$ cat config.mk
export PLATFORM = sky130hd
export DESIGN_NAME = servo_pulse_calibrator_unit
export DESIGN_NICKNAME = d
export VERILOG_FILES = /design/src/design/spc_pkg.sv /design/src/design/servo_pulse_calibrator_unit.sv /design/src/design/spc_serial_mul.sv /design/src/design/spc_calib.sv
export VERILOG_INCLUDE_DIRS = /design/src /design/src/design
export SDC_FILE = /design/constraint.sdc
export NUM_CORES = 1
export LEC_CHECK = 0
export BUFFER_PORTS_ARGS = -buffer_cell sky130_fd_sc_hd__buf_2
export CORE_MARGIN = 2
export CORE_UTILIZATION = 29
export CTS_BUF_LIST = sky130_fd_sc_hd__clkbuf_4 sky130_fd_sc_hd__clkbuf_8
export CTS_CLUSTER_SIZE = 16
export DETAILED_ROUTE_END_ITERATION = 7
export GPL_ROUTABILITY_DRIVEN = 0
export MAX_ROUTING_LAYER = met4
export PLACE_DENSITY = 0.54
export SLEW_MARGIN = 40
export SYNTH_ARGS = -nofsm -noshare
export SYNTH_HDL_FRONTEND = slang
export SYNTH_HIERARCHICAL = 1
export SYNTH_SLANG_ARGS = --single-unit
$ cat constraint.sdc
create_clock -name clk -period 5.2 [get_ports clk]
set_clock_uncertainty 0.2 [all_clocks]
set_input_delay 0.78 -clock clk [delete_from_list [all_inputs] [get_ports clk]]
set_output_delay 0.78 -clock clk [all_outputs]
set_load 0.1 [all_outputs]
$ cat src/design/assert_macros.svh
// Assertion macros shared by the servo pulse calibrator RTL.
// Included by the modules that carry concurrent checks; no other dependencies.
`ifndef ASSERT_MACROS_SVH
`define ASSERT_MACROS_SVH

`ifndef ASSERT_OFF

// When the condition holds at a clock edge, the property must hold at that same edge.
`define ASSERT_IMPLIES(name, clock, rst_n, cond, prop) \
	name: assert property (@(posedge clock) disable iff (!(rst_n)) (cond) |-> (prop)) \
		else $error("assertion failed: same-cycle implication violated");

// When the condition holds at a clock edge, the property must hold at the next edge.
`define ASSERT_NEXT(name, clock, rst_n, cond, prop) \
	name: assert property (@(posedge clock) disable iff (!(rst_n)) (cond) |=> (prop)) \
		else $error("assertion failed: next-cycle implication violated");

`else

`define ASSERT_IMPLIES(name, clock, rst_n, cond, prop)
`define ASSERT_NEXT(name, clock, rst_n, cond, prop)

`endif

`endif

$ cat src/design/spc_pkg.sv
// Package for the servo pulse calibrator: item structs, operation and phase codes,
// pulse constants and the widths of the shared bit-serial multiplier. No dependencies.
package spc_pkg;

	// Widths of the item fields.
	localparam int OP_W    = 3;
	localparam int CODE_W  = 6;
	localparam int PULSE_W = 11;
	localparam int PWM_W   = 16;

	// Operation codes carried in the op field; the other codes do nothing.
	localparam logic [OP_W-1:0] OP_CMD   = 3'd0;
	localparam logic [OP_W-1:0] OP_TICK  = 3'd1;
	localparam logic [OP_W-1:0] OP_LEFT  = 3'd2;
	localparam logic [OP_W-1:0] OP_RIGHT = 3'd3;
	localparam logic [OP_W-1:0] OP_START = 3'd4;

	// Calibration phases.
	typedef enum logic [1:0] {
		PH_IDLE,
		PH_LEFT,
		PH_DWELL,
		PH_RIGHT
	} phase_t;

	// Pulse widths in microseconds.
	localparam logic [PULSE_W-1:0] US_MIN  = 11'd1000;
	localparam logic [PULSE_W-1:0] US_MID  = 11'd1500;
	localparam logic [PULSE_W-1:0] US_MAX  = 11'd2000;
	localparam logic [PULSE_W-1:0] US_STEP = 11'd100;

	// Sweep time counter saturates at its full scale.
	localparam int ELAPSED_W = 11;
	localparam logic [ELAPSED_W-1:0] ELAPSED_MAX = 11'd2047;

	// Position code that maps to the centre pulse.
	localparam logic [CODE_W-1:0] CENTRE_CODE = 6'd31;

	// Cube of the position offset, and its scaled form (cube * 1008).
	localparam int CUBE_W   = 16;
	localparam int SCALED_W = 26;
	localparam int DELTA_W  = 10;

	// PWM compare level is pulse * 22370 >> 10.
	localparam int PWM_SHIFT = 10;

	// Shift-add multiplier: multiplicand, multiplier and product widths.
	localparam int MUL_AW = 15;
	localparam int MUL_BW = 11;
	localparam int MUL_PW = MUL_AW + MUL_BW;
	localparam int MUL_CW = $clog2(MUL_BW + 1);

	localparam logic [MUL_AW-1:0] PWM_GAIN = 15'd22370;

	// One input item.
	typedef struct packed {
		logic [OP_W-1:0]   op;
		logic [CODE_W-1:0] position_code;
	} evt_item_t;

	// One result item.
	typedef struct packed {
		logic [PWM_W-1:0]   pwm_level;
		logic [PULSE_W-1:0] pulse_width_us;
		logic [1:0]         phase;
		logic               timeout_error;
		logic               command_ignored;
		logic [PULSE_W-1:0] safe_left_us;
		logic [PULSE_W-1:0] safe_right_us;
	} rpt_item_t;

	// Request from the sequencer to the calibration state.
	typedef struct packed {
		logic               apply;
		logic [OP_W-1:0]    op;
		logic [PULSE_W-1:0] cmd_pulse;
	} calib_req_t;

	// Visible calibration state.
	typedef struct packed {
		phase_t             phase;
		logic [PULSE_W-1:0] driven;
		logic [PULSE_W-1:0] left_limit;
		logic [PULSE_W-1:0] right_limit;
		logic               timed_out;
		logic               ignored;
	} calib_status_t;

endpackage

$ cat src/design/servo_pulse_calibrator_unit.sv
// Top level of the servo pulse calibrator: item sequencer, output register and the
// shared bit-serial multiplier. Depends on spc_pkg, spc_serial_mul, spc_calib.
//
//  channel | handshake            | payload
//  --------+----------------------+------------------------------------------
//  evt     | evt_valid/evt_ready  | evt_item: op, position_code
//  rpt     | rpt_valid/rpt_ready  | rpt_item: pwm level, pulse, phase, flags, limits
//
// Every item uses one 11-bit shift-add multiplier, which loads its operands, steps through
// the multiplier bits and then finishes each product. A tick, switch or start item needs one
// product; a position command while idle needs two more products (offset squared, then
// cubed). One item is in work at a time. A finished result waits in the
// output register while the next item is accepted; a stalled output holds the
// sequencer only once the following result is ready. Reset is asynchronous.
`include "assert_macros.svh"

module servo_pulse_calibrator_unit #(
	parameter int DWELL_TICKS   = 50,
	parameter int TIMEOUT_TICKS = 2000
) (
	input  logic               clk,
	input  logic               arst_n,
	input  logic               evt_valid,
	output logic               evt_ready,
	input  spc_pkg::evt_item_t evt_item,
	output logic               rpt_valid,
	input  logic               rpt_ready,
	output spc_pkg::rpt_item_t rpt_item
);
	import spc_pkg::*;

	typedef enum logic [2:0] {
		S_IDLE,
		S_SQ,
		S_CUBE,
		S_APPLY,
		S_PWM,
		S_OUT
	} state_t;

	state_t             state_q;
	logic [OP_W-1:0]    op_q;
	logic [CODE_W-1:0]  mag_q;
	logic               pos_q;
	logic [PULSE_W-1:0] map_q;
	logic [PWM_W-1:0]   pwm_q;
	logic               mul_start_q;
	logic               rpt_valid_q;
	rpt_item_t          rpt_q;

	logic [MUL_AW-1:0]  mul_a;
	logic [MUL_BW-1:0]  mul_b;
	logic               mul_busy;
	logic               mul_done;
	logic [MUL_PW-1:0]  mul_product;

	calib_req_t         calib_req;
	calib_status_t      calib_status;

	logic               accept;
	logic               map_path;
	logic [CODE_W-1:0]  mag_in;
	logic [CUBE_W-1:0]  cube;
	logic [SCALED_W-1:0] scaled;
	logic [DELTA_W-1:0] delta;
	logic [PULSE_W-1:0] map_raw;
	logic [PULSE_W-1:0] map_clamped;

	assign evt_ready = (state_q == S_IDLE);
	assign accept    = evt_valid && evt_ready;
	assign map_path  = (evt_item.op == OP_CMD) && (calib_status.phase == PH_IDLE);

	// Distance of the position code from centre.
	assign mag_in = (evt_item.position_code >= CENTRE_CODE) ?
		evt_item.position_code - CENTRE_CODE : CENTRE_CODE - evt_item.position_code;

	// Operand selection for the shared multiplier, by sequencer state.
	always_comb begin
		mul_a = '0;
		mul_b = '0;
		unique case (state_q)
			S_SQ: begin
				mul_a = MUL_AW'(mag_q);
				mul_b = MUL_BW'(mag_q);
			end
			S_CUBE: begin
				mul_a = mul_product[MUL_AW-1:0];
				mul_b = MUL_BW'(mag_q);
			end
			S_PWM: begin
				mul_a = PWM_GAIN;
				mul_b = calib_status.driven;
			end
			default: begin
			end
		endcase
	end

	// Cube times 1008 is the cube times 1024 less the cube times 16; keep the top bits.
	assign cube    = mul_product[CUBE_W-1:0];
	assign scaled  = {cube, 10'b0} - {6'b0, cube, 4'b0};
	assign delta   = scaled[SCALED_W-1:SCALED_W-DELTA_W];
	assign map_raw = pos_q ? US_MID + PULSE_W'(delta) : US_MID - PULSE_W'(delta);

	// Clamp the mapped command to the learned limits, then to the absolute range.
	always_comb begin
		map_clamped = map_q;
		if (map_clamped < calib_status.left_limit) begin
			map_clamped = calib_status.left_limit;
		end
		if (map_clamped > calib_status.right_limit) begin
			map_clamped = calib_status.right_limit;
		end
		if (map_clamped < US_MIN) begin
			map_clamped = US_MIN;
		end
		if (map_clamped > US_MAX) begin
			map_clamped = US_MAX;
		end
	end

	assign calib_req.apply     = (state_q == S_APPLY);
	assign calib_req.op        = op_q;
	assign calib_req.cmd_pulse = map_clamped;

	// Sequencer and output register.
	always_ff @(posedge clk or negedge arst_n) begin
		if (!arst_n) begin
			state_q     <= S_IDLE;
			op_q        <= '0;
			mag_q       <= '0;
			pos_q       <= 1'b0;
			map_q       <= US_MID;
			pwm_q       <= '0;
			mul_start_q <= 1'b0;
			rpt_valid_q <= 1'b0;
			rpt_q       <= '0;
		end else begin
			mul_start_q <= 1'b0;
			if (rpt_valid_q && rpt_ready) begin
				rpt_valid_q <= 1'b0;
			end
			unique case (state_q)
				S_IDLE: begin
					if (accept) begin
						op_q  <= evt_item.op;
						mag_q <= mag_in;
						pos_q <= (evt_item.position_code >= CENTRE_CODE);
						if (map_path) begin
							mul_start_q <= 1'b1;
							state_q     <= S_SQ;
						end else begin
							state_q <= S_APPLY;
						end
					end
				end
				S_SQ: begin
					if (mul_done) begin
						mul_start_q <= 1'b1;
						state_q     <= S_CUBE;
					end
				end
				S_CUBE: begin
					if (mul_done) begin
						map_q   <= map_raw;
						state_q <= S_APPLY;
					end
				end
				S_APPLY: begin
					mul_start_q <= 1'b1;
					state_q     <= S_PWM;
				end
				S_PWM: begin
					if (mul_done) begin
						pwm_q   <= mul_product[PWM_SHIFT+PWM_W-1:PWM_SHIFT];
						state_q <= S_OUT;
					end
				end
				S_OUT: begin
					if (!rpt_valid_q || rpt_ready) begin
						rpt_q.pwm_level       <= pwm_q;
						rpt_q.pulse_width_us  <= calib_status.driven;
						rpt_q.phase           <= calib_status.phase;
						rpt_q.timeout_error   <= calib_status.timed_out;
						rpt_q.command_ignored <= calib_status.ignored;
						rpt_q.safe_left_us    <= calib_status.left_limit;
						rpt_q.safe_right_us   <= calib_status.right_limit;
						rpt_valid_q           <= 1'b1;
						state_q               <= S_IDLE;
					end
				end
				default: begin
					state_q <= S_IDLE;
				end
			endcase
		end
	end

	assign rpt_valid = rpt_valid_q;
	assign rpt_item  = rpt_q;

	spc_serial_mul u_mul (
		.clk     (clk),
		.arst_n  (arst_n),
		.start   (mul_start_q),
		.a       (mul_a),
		.b       (mul_b),
		.busy    (mul_busy),
		.done    (mul_done),
		.product (mul_product)
	);

	spc_calib #(
		.DWELL_TICKS   (DWELL_TICKS),
		.TIMEOUT_TICKS (TIMEOUT_TICKS)
	) u_calib (
		.clk    (clk),
		.arst_n (arst_n),
		.req    (calib_req),
		.status (calib_status)
	);

	// An accepted item closes the input until its result has been built.
	`ASSERT_NEXT(a_accept_closes_input, clk, arst_n, accept, !evt_ready)
	// While the input is open the multiplier has nothing in hand.
	`ASSERT_IMPLIES(a_idle_mul_quiet, clk, arst_n, evt_ready, !mul_busy && !mul_start_q)
	// A product is only requested when the multiplier is free.
	`ASSERT_IMPLIES(a_start_when_free, clk, arst_n, mul_start_q, !mul_busy)
	// Every delivered pulse width lies in the servo's range.
	`ASSERT_IMPLIES(a_pulse_range, clk, arst_n, rpt_valid_q, (rpt_q.pulse_width_us >= US_MIN) && (rpt_q.pulse_width_us <= US_MAX))

endmodule

$ cat src/design/spc_serial_mul.sv
// Bit-serial shift-add multiplier, one multiplier bit per cycle.
// Depends on spc_pkg for its operand and product widths.
module spc_serial_mul (
	input  logic                        clk,
	input  logic                        arst_n,
	input  logic                        start,
	input  logic [spc_pkg::MUL_AW-1:0]  a,
	input  logic [spc_pkg::MUL_BW-1:0]  b,
	output logic                        busy,
	output logic                        done,
	output logic [spc_pkg::MUL_PW-1:0]  product
);
	import spc_pkg::*;

	logic [MUL_AW-1:0] a_q;
	logic [MUL_PW-1:0] acc_q;
	logic [MUL_CW-1:0] cnt_q;
	logic              run_q;
	logic              done_q;
	logic [MUL_AW:0]   upper_sum;

	// The multiplier sits in the low bits of the accumulator; each step adds the
	// multiplicand into the upper half when the current low bit is set, then shifts right.
	assign upper_sum = {1'b0, acc_q[MUL_PW-1:MUL_BW]} + (acc_q[0] ? {1'b0, a_q} : '0);

	always_ff @(posedge clk or negedge arst_n) begin
		if (!arst_n) begin
			a_q    <= '0;
			acc_q  <= '0;
			cnt_q  <= '0;
			run_q  <= 1'b0;
			done_q <= 1'b0;
		end else begin
			done_q <= 1'b0;
			if (start) begin
				a_q   <= a;
				acc_q <= {{MUL_AW{1'b0}}, b};
				cnt_q <= MUL_CW'(MUL_BW);
				run_q <= 1'b1;
			end else if (run_q) begin
				acc_q <= {upper_sum, acc_q[MUL_BW-1:1]};
				cnt_q <= cnt_q - 1'b1;
				if (cnt_q == MUL_CW'(1)) begin
					run_q  <= 1'b0;
					done_q <= 1'b1;
				end
			end
		end
	end

	assign busy    = run_q;
	assign done    = done_q;
	assign product = acc_q;

endmodule

$ cat src/design/spc_calib.sv
// Calibration state of the servo pulse calibrator: phase, sweep counters, trial and
// held pulses, learned limits and the sticky timeout flag. Depends on spc_pkg.
module spc_calib #(
	parameter int DWELL_TICKS   = 50,
	parameter int TIMEOUT_TICKS = 2000
) (
	input  logic                   clk,
	input  logic                   arst_n,
	input  spc_pkg::calib_req_t    req,
	output spc_pkg::calib_status_t status
);
	import spc_pkg::*;

	localparam int DW = $clog2(DWELL_TICKS + 1);

	phase_t             phase_q,   phase_n;
	logic [DW-1:0]      dwell_q,   dwell_n;
	logic [ELAPSED_W-1:0] elapsed_q, elapsed_n;
	logic [PULSE_W-1:0] driven_q,  driven_n;
	logic [PULSE_W-1:0] trial_q,   trial_n;
	logic [PULSE_W-1:0] held_q,    held_n;
	logic               seeking_q, seeking_n;
	logic [PULSE_W-1:0] left_q,    left_n;
	logic [PULSE_W-1:0] right_q,   right_n;
	logic               timed_q,   timed_n;
	logic               ignored_q, ignored_n;

	// Next state for one applied item.
	always_comb begin
		logic [DW-1:0]        dwell_inc;
		logic [ELAPSED_W-1:0] elapsed_inc;
		logic [PULSE_W-1:0]   held_tmp;
		logic [PULSE_W-1:0]   trial_tmp;

		dwell_inc   = dwell_q + 1'b1;
		elapsed_inc = (elapsed_q < ELAPSED_MAX) ? elapsed_q + 1'b1 : elapsed_q;
		held_tmp    = seeking_q ? trial_q : held_q;
		trial_tmp   = '0;

		phase_n   = phase_q;
		dwell_n   = dwell_q;
		elapsed_n = elapsed_q;
		driven_n  = driven_q;
		trial_n   = trial_q;
		held_n    = held_q;
		seeking_n = seeking_q;
		left_n    = left_q;
		right_n   = right_q;
		timed_n   = timed_q;
		ignored_n = ignored_q;

		if (req.apply) begin
			ignored_n = 1'b0;
			unique case (req.op)
				OP_CMD: begin
					if (phase_q != PH_IDLE) begin
						ignored_n = 1'b1;
					end else begin
						driven_n = req.cmd_pulse;
					end
				end
				OP_TICK: begin
					if (phase_q != PH_IDLE) begin
						elapsed_n = elapsed_inc;
						if (dwell_inc < DW'(DWELL_TICKS)) begin
							dwell_n = dwell_inc;
						end else begin
							dwell_n = '0;
							if (phase_q == PH_DWELL) begin
								// Centre dwell over: the right sweep starts one step out.
								phase_n   = PH_RIGHT;
								seeking_n = 1'b1;
								held_n    = US_MID;
								elapsed_n = '0;
								trial_n   = US_MID + US_STEP;
								driven_n  = US_MID + US_STEP;
							end else begin
								held_n = held_tmp;
								if (elapsed_inc >= ELAPSED_W'(TIMEOUT_TICKS)) begin
									// The sweep ran too long: abandon the calibration.
									timed_n   = 1'b1;
									seeking_n = 1'b0;
									phase_n   = PH_IDLE;
								end else if (!seeking_q) begin
									// A switch was hit during this sweep: learn the limit.
									if (phase_q == PH_LEFT) begin
										left_n    = held_tmp;
										driven_n  = US_MID;
										phase_n   = PH_DWELL;
										elapsed_n = '0;
									end else begin
										right_n = held_tmp;
										phase_n = PH_IDLE;
									end
								end else begin
									// Still seeking: step the trial pulse on, clamped.
									if (phase_q == PH_LEFT) begin
										trial_tmp = (held_tmp >= US_MIN + US_STEP) ?
											held_tmp - US_STEP : US_MIN;
									end else begin
										trial_tmp = (held_tmp <= US_MAX - US_STEP) ?
											held_tmp + US_STEP : US_MAX;
									end
									trial_n  = trial_tmp;
									driven_n = trial_tmp;
								end
							end
						end
					end
				end
				OP_LEFT: begin
					driven_n  = left_q;
					seeking_n = 1'b0;
				end
				OP_RIGHT: begin
					driven_n  = right_q;
					seeking_n = 1'b0;
				end
				OP_START: begin
					phase_n   = PH_LEFT;
					seeking_n = 1'b1;
					held_n    = US_MID;
					dwell_n   = '0;
					elapsed_n = '0;
					trial_n   = US_MID - US_STEP;
					driven_n  = US_MID - US_STEP;
				end
				default: begin
				end
			endcase
		end
	end

	// State registers.
	always_ff @(posedge clk or negedge arst_n) begin
		if (!arst_n) begin
			phase_q   <= PH_IDLE;
			dwell_q   <= '0;
			elapsed_q <= '0;
			driven_q  <= US_MID;
			trial_q   <= US_MID;
			held_q    <= US_MID;
			seeking_q <= 1'b0;
			left_q    <= US_MIN;
			right_q   <= US_MAX;
			timed_q   <= 1'b0;
			ignored_q <= 1'b0;
		end else begin
			phase_q   <= phase_n;
			dwell_q   <= dwell_n;
			elapsed_q <= elapsed_n;
			driven_q  <= driven_n;
			trial_q   <= trial_n;
			held_q    <= held_n;
			seeking_q <= seeking_n;
			left_q    <= left_n;
			right_q   <= right_n;
			timed_q   <= timed_n;
			ignored_q <= ignored_n;
		end
	end

	assign status.phase       = phase_q;
	assign status.driven      = driven_q;
	assign status.left_limit  = left_q;
	assign status.right_limit = right_q;
	assign status.timed_out   = timed_q;
	assign status.ignored     = ignored_q;

endmodule
==> impl_metrics.env <==
export IMPL_synth_seq_cells=219
export IMPL_layout_common_cells="dfrtp_1 (179), nand2_1 (135), mux2_2 (111), o21ai_0 (105), nor2_1 (96)"
export IMPL_synth_edf_count=0
export IMPL_drcViolationCount=4
export IMPL_rsz0062_at_grt="true"
export IMPL_violations="design-rule violations"
export IMPL_ys_types=100
export IMPL_slew_violations=0
export IMPL_endpoint_kind="flip-flop"
export IMPL_vias=11600
export IMPL_cts_buffer_depth=3
export IMPL_peakVddDrop_v=0.000434
export IMPL_synth_ff_type="dfrtp_1"
export IMPL_max_slew_margin_pct=46.9
export IMPL_num_fill_cells=4735
export IMPL_leakage_nw=7.30
export IMPL_worst_pin_slew_ps=791
export IMPL_fmax_mhz=194
export IMPL_syn_nets=1499
export IMPL_setup_viol=0
export IMPL_drive_gt1_share_pct=27.7
export IMPL_worst_ep_required_time_ps=5550
export IMPL_wl_per_cell_um=19.1
export IMPL_die_w_um=222
export IMPL_clk_latency_ps=620
export IMPL_first_iter_violations=782
export IMPL_antenna_found_initial=0
export IMPL_antennaDiodeCount=0
export IMPL_status="finished with violations"
export IMPL_tritoncts="done"
export IMPL_drt_wl_total_mm=41.3
export IMPL_power_density_nw_per_um2=738
export IMPL_fp_dieH_um=222
export IMPL_final_common_cell="dfrtp_1"
export IMPL_grt_pass1_vias=11500
export IMPL_areaGrowthSynthToFinish_pct=17.4
export IMPL_cts_sinks=219
export IMPL_crit_fanout=5
export IMPL_yosys_area_top_type="dfrtp_1"
export IMPL_cts_made_buffers=41
export IMPL_grt_max_degree=106
export IMPL_fin_ws_ps=37.8
export IMPL_ctsRootBufferMaster="clkbuf_8"
export IMPL_initial_utilization_pct=29.5
export IMPL_fin_nets=1596
export IMPL_grt_pass1_wl_mm=65.4
export IMPL_startpoint_type="flip-flop"
export IMPL_ant_nets=0
export IMPL_via_per_inst=5.37
export IMPL_ys_top_cells_by_area="dfrtp_1 (33%), mux2_2 (9.2%), dfstp_2 (7.6%)"
export IMPL_drv_cap=0
export IMPL_multi_input_area_um2=7850
export IMPL_num_io_pins=68
export IMPL_syn_area_um2=13800
export IMPL_fin_crit_sh_pct=99.3
export IMPL_core_area_um2=46700
export IMPL_grt_usage_pct=17.1
export IMPL_seq_area_um2=5530
export IMPL_dp_hpwl_mm=29.7
export IMPL_min_period_ps=5160
export IMPL_htreeDepth=2
export IMPL_ys_seq_area_share_pct=40.2
export IMPL_port_buffers=67
export IMPL_ys_warn_count=6
export IMPL_placed_area_um2=15000
export IMPL_place_ws_ps=-229
export IMPL_synth_top_area_share_pct=32.6
export IMPL_overflow=0
export IMPL_holdWs_ps=231
export IMPL_cp_arrival_ps=5510
export IMPL_dieArea_um2=49200
export IMPL_synthCells=1428
export IMPL_hold_class="input port to flip-flop"
export IMPL_drt_pass1_iterations=7
export IMPL_synth_avg_cell_area_um2=9.64
export IMPL_design_area_um2=16200
export IMPL_finalHoldViolCount=0
export IMPL_ys_async_sr_fraction_pct=100
export IMPL_rows=79
export IMPL_path_clk_slew_ps=60
export IMPL_crit_type="flip-flop to flip-flop"
-- cells in the mapped netlist (9+ instances only) --
cell and count:
mux2i_1 35, and3_1 15, nor2b_1 22, nor3_1 21, o31ai_1 12, nand3_1 27
nand2b_1 11, buf_2 11, xnor2_1 24, inv_1 59, nand4_1 18, nand2_1 135
dfrtp_1 179, o21ai_0 111, a22oi_1 12, dfstp_2 40, mux2_4 9, nor4_1 10
nor2_1 98, o211ai_1 12, a21oi_1 73, a21o_1 24, a211oi_1 14, and2_1 25
ha_1 57, clkbuf_1 46, mux2_2 112, a31oi_1 16
-- metrics by stage --
stage	setup TNS [ps]	util, %	power (mW)	instances
2_1_floorplan	0	-	7.54	1428
3_3_place_gp	0	31.9	9.26	2074
3_5_place_dp	-652	32.1	9.39	2076
4_1_cts	0	34.2	11.5	2154
5_1_grt	-699	34.6	12.8	2163
6_report	0	34.6	11.9	2163
-- worst paths after layout --
| kind | start | endpoint | slack, ps | cells after the start |
|---|---|---|---|---|
| max | u_calib/left_q[8] | u_calib/driven_q[2] | 40 | 26 |
| min reg2reg | map_q[7] | map_q[7] | 290 | 2 |
| min in group asynchronous | arst_n | u_calib/elapsed_q[0] | 340 | 2 |
| max reg2reg | u_calib/left_q[8] | u_calib/driven_q[2] | 40 | 26 |
| min | evt_item[0] | mag_q[0] | 230 | 2 |
| max in group asynchronous | arst_n | rpt_item[10] | 3320 | 4 |
-- what timing repair did --
item | in CTS | in global routing
endpoints found under the hold margin | 36 | 0
pin swaps | 7 | 19
hold buffers | 1 | 0
gates resized for setup | 12 | 24
setup endpoints to repair | 7 | 7
setup buffers | 2 | 8
cloned | 1 | 1
-- state kept, by name, indices dropped and copies added, names as in the netlist, 11 cells and up --
register,count
rpt_item,53
u_mul/product,26
pwm_q,16
u_mul/a_q,15
map_q,11
u_calib/driven_q,11
u_calib/elapsed_q,11
u_calib/held_q,11
u_calib/left_q,11
u_calib/right_q,11
u_calib/trial_q,11
-- kinds of logic after synthesis --
logic type / synth area share, %
adders and majority gates: 5.47
DFF: 40.2
xor gates and xnor gates: 2.16
AOI/OAI and AO/OA: 19.1
muxes: 12.7
buffers and inverters: 4.16
and+or+nand+nor: 16.2
-- layer usage --
layer,vias to the layer above,track usage (%),share of wire [%]
li1,5455,-,-
met1,5708,22.7,46
met2,347,26.1,45
met3,99,3.23,6.1
met4,0,6.21,3.3
met5,-,-,0
-- worst max-delay path, cell delays in order, from the launching register on --
cell and delay [ps]:
dfstp_2 540, inv_2 50, ha_4 210, a21o_1 150
a21o_1 180, a211oi_2 240, o21ai_2 130, buf_4 150
a21o_1 210, nand2_1 90, o21ai_2 80, ha_1 330
a21oi_2 120, nor2_1 70, a211oi_2 230, nor4b_4 300
nor2_2 100, buf_2 170, and3_1 180, a311oi_2 260
nand2_1 180, and4_4 190, mux2i_1 130, nor3_1 70
a31oi_1 180, o211ai_1 110, mux2_4 270
-- cell type report --
class,instances,share of cell area (%)
multi-input cells,1077,48.6
flip-flops and latches,219,34.2
clock buffers,59,4.64
clock inverters,15,1.19
repair buffers,125,5.20
inverters,61,1.42
well taps,607,4.70
-- power breakdown --
part	total (mW)	internal, mW	switching, mW	leakage [nW]
logic	7.33	2.94	4.39	3.96
clock network	1.94	1.13	0.803	0.489
registers	2.66	2.16	0.503	2.85
total	11.9	6.23	5.69	7.30
Power figures use the tool's default switching activity.
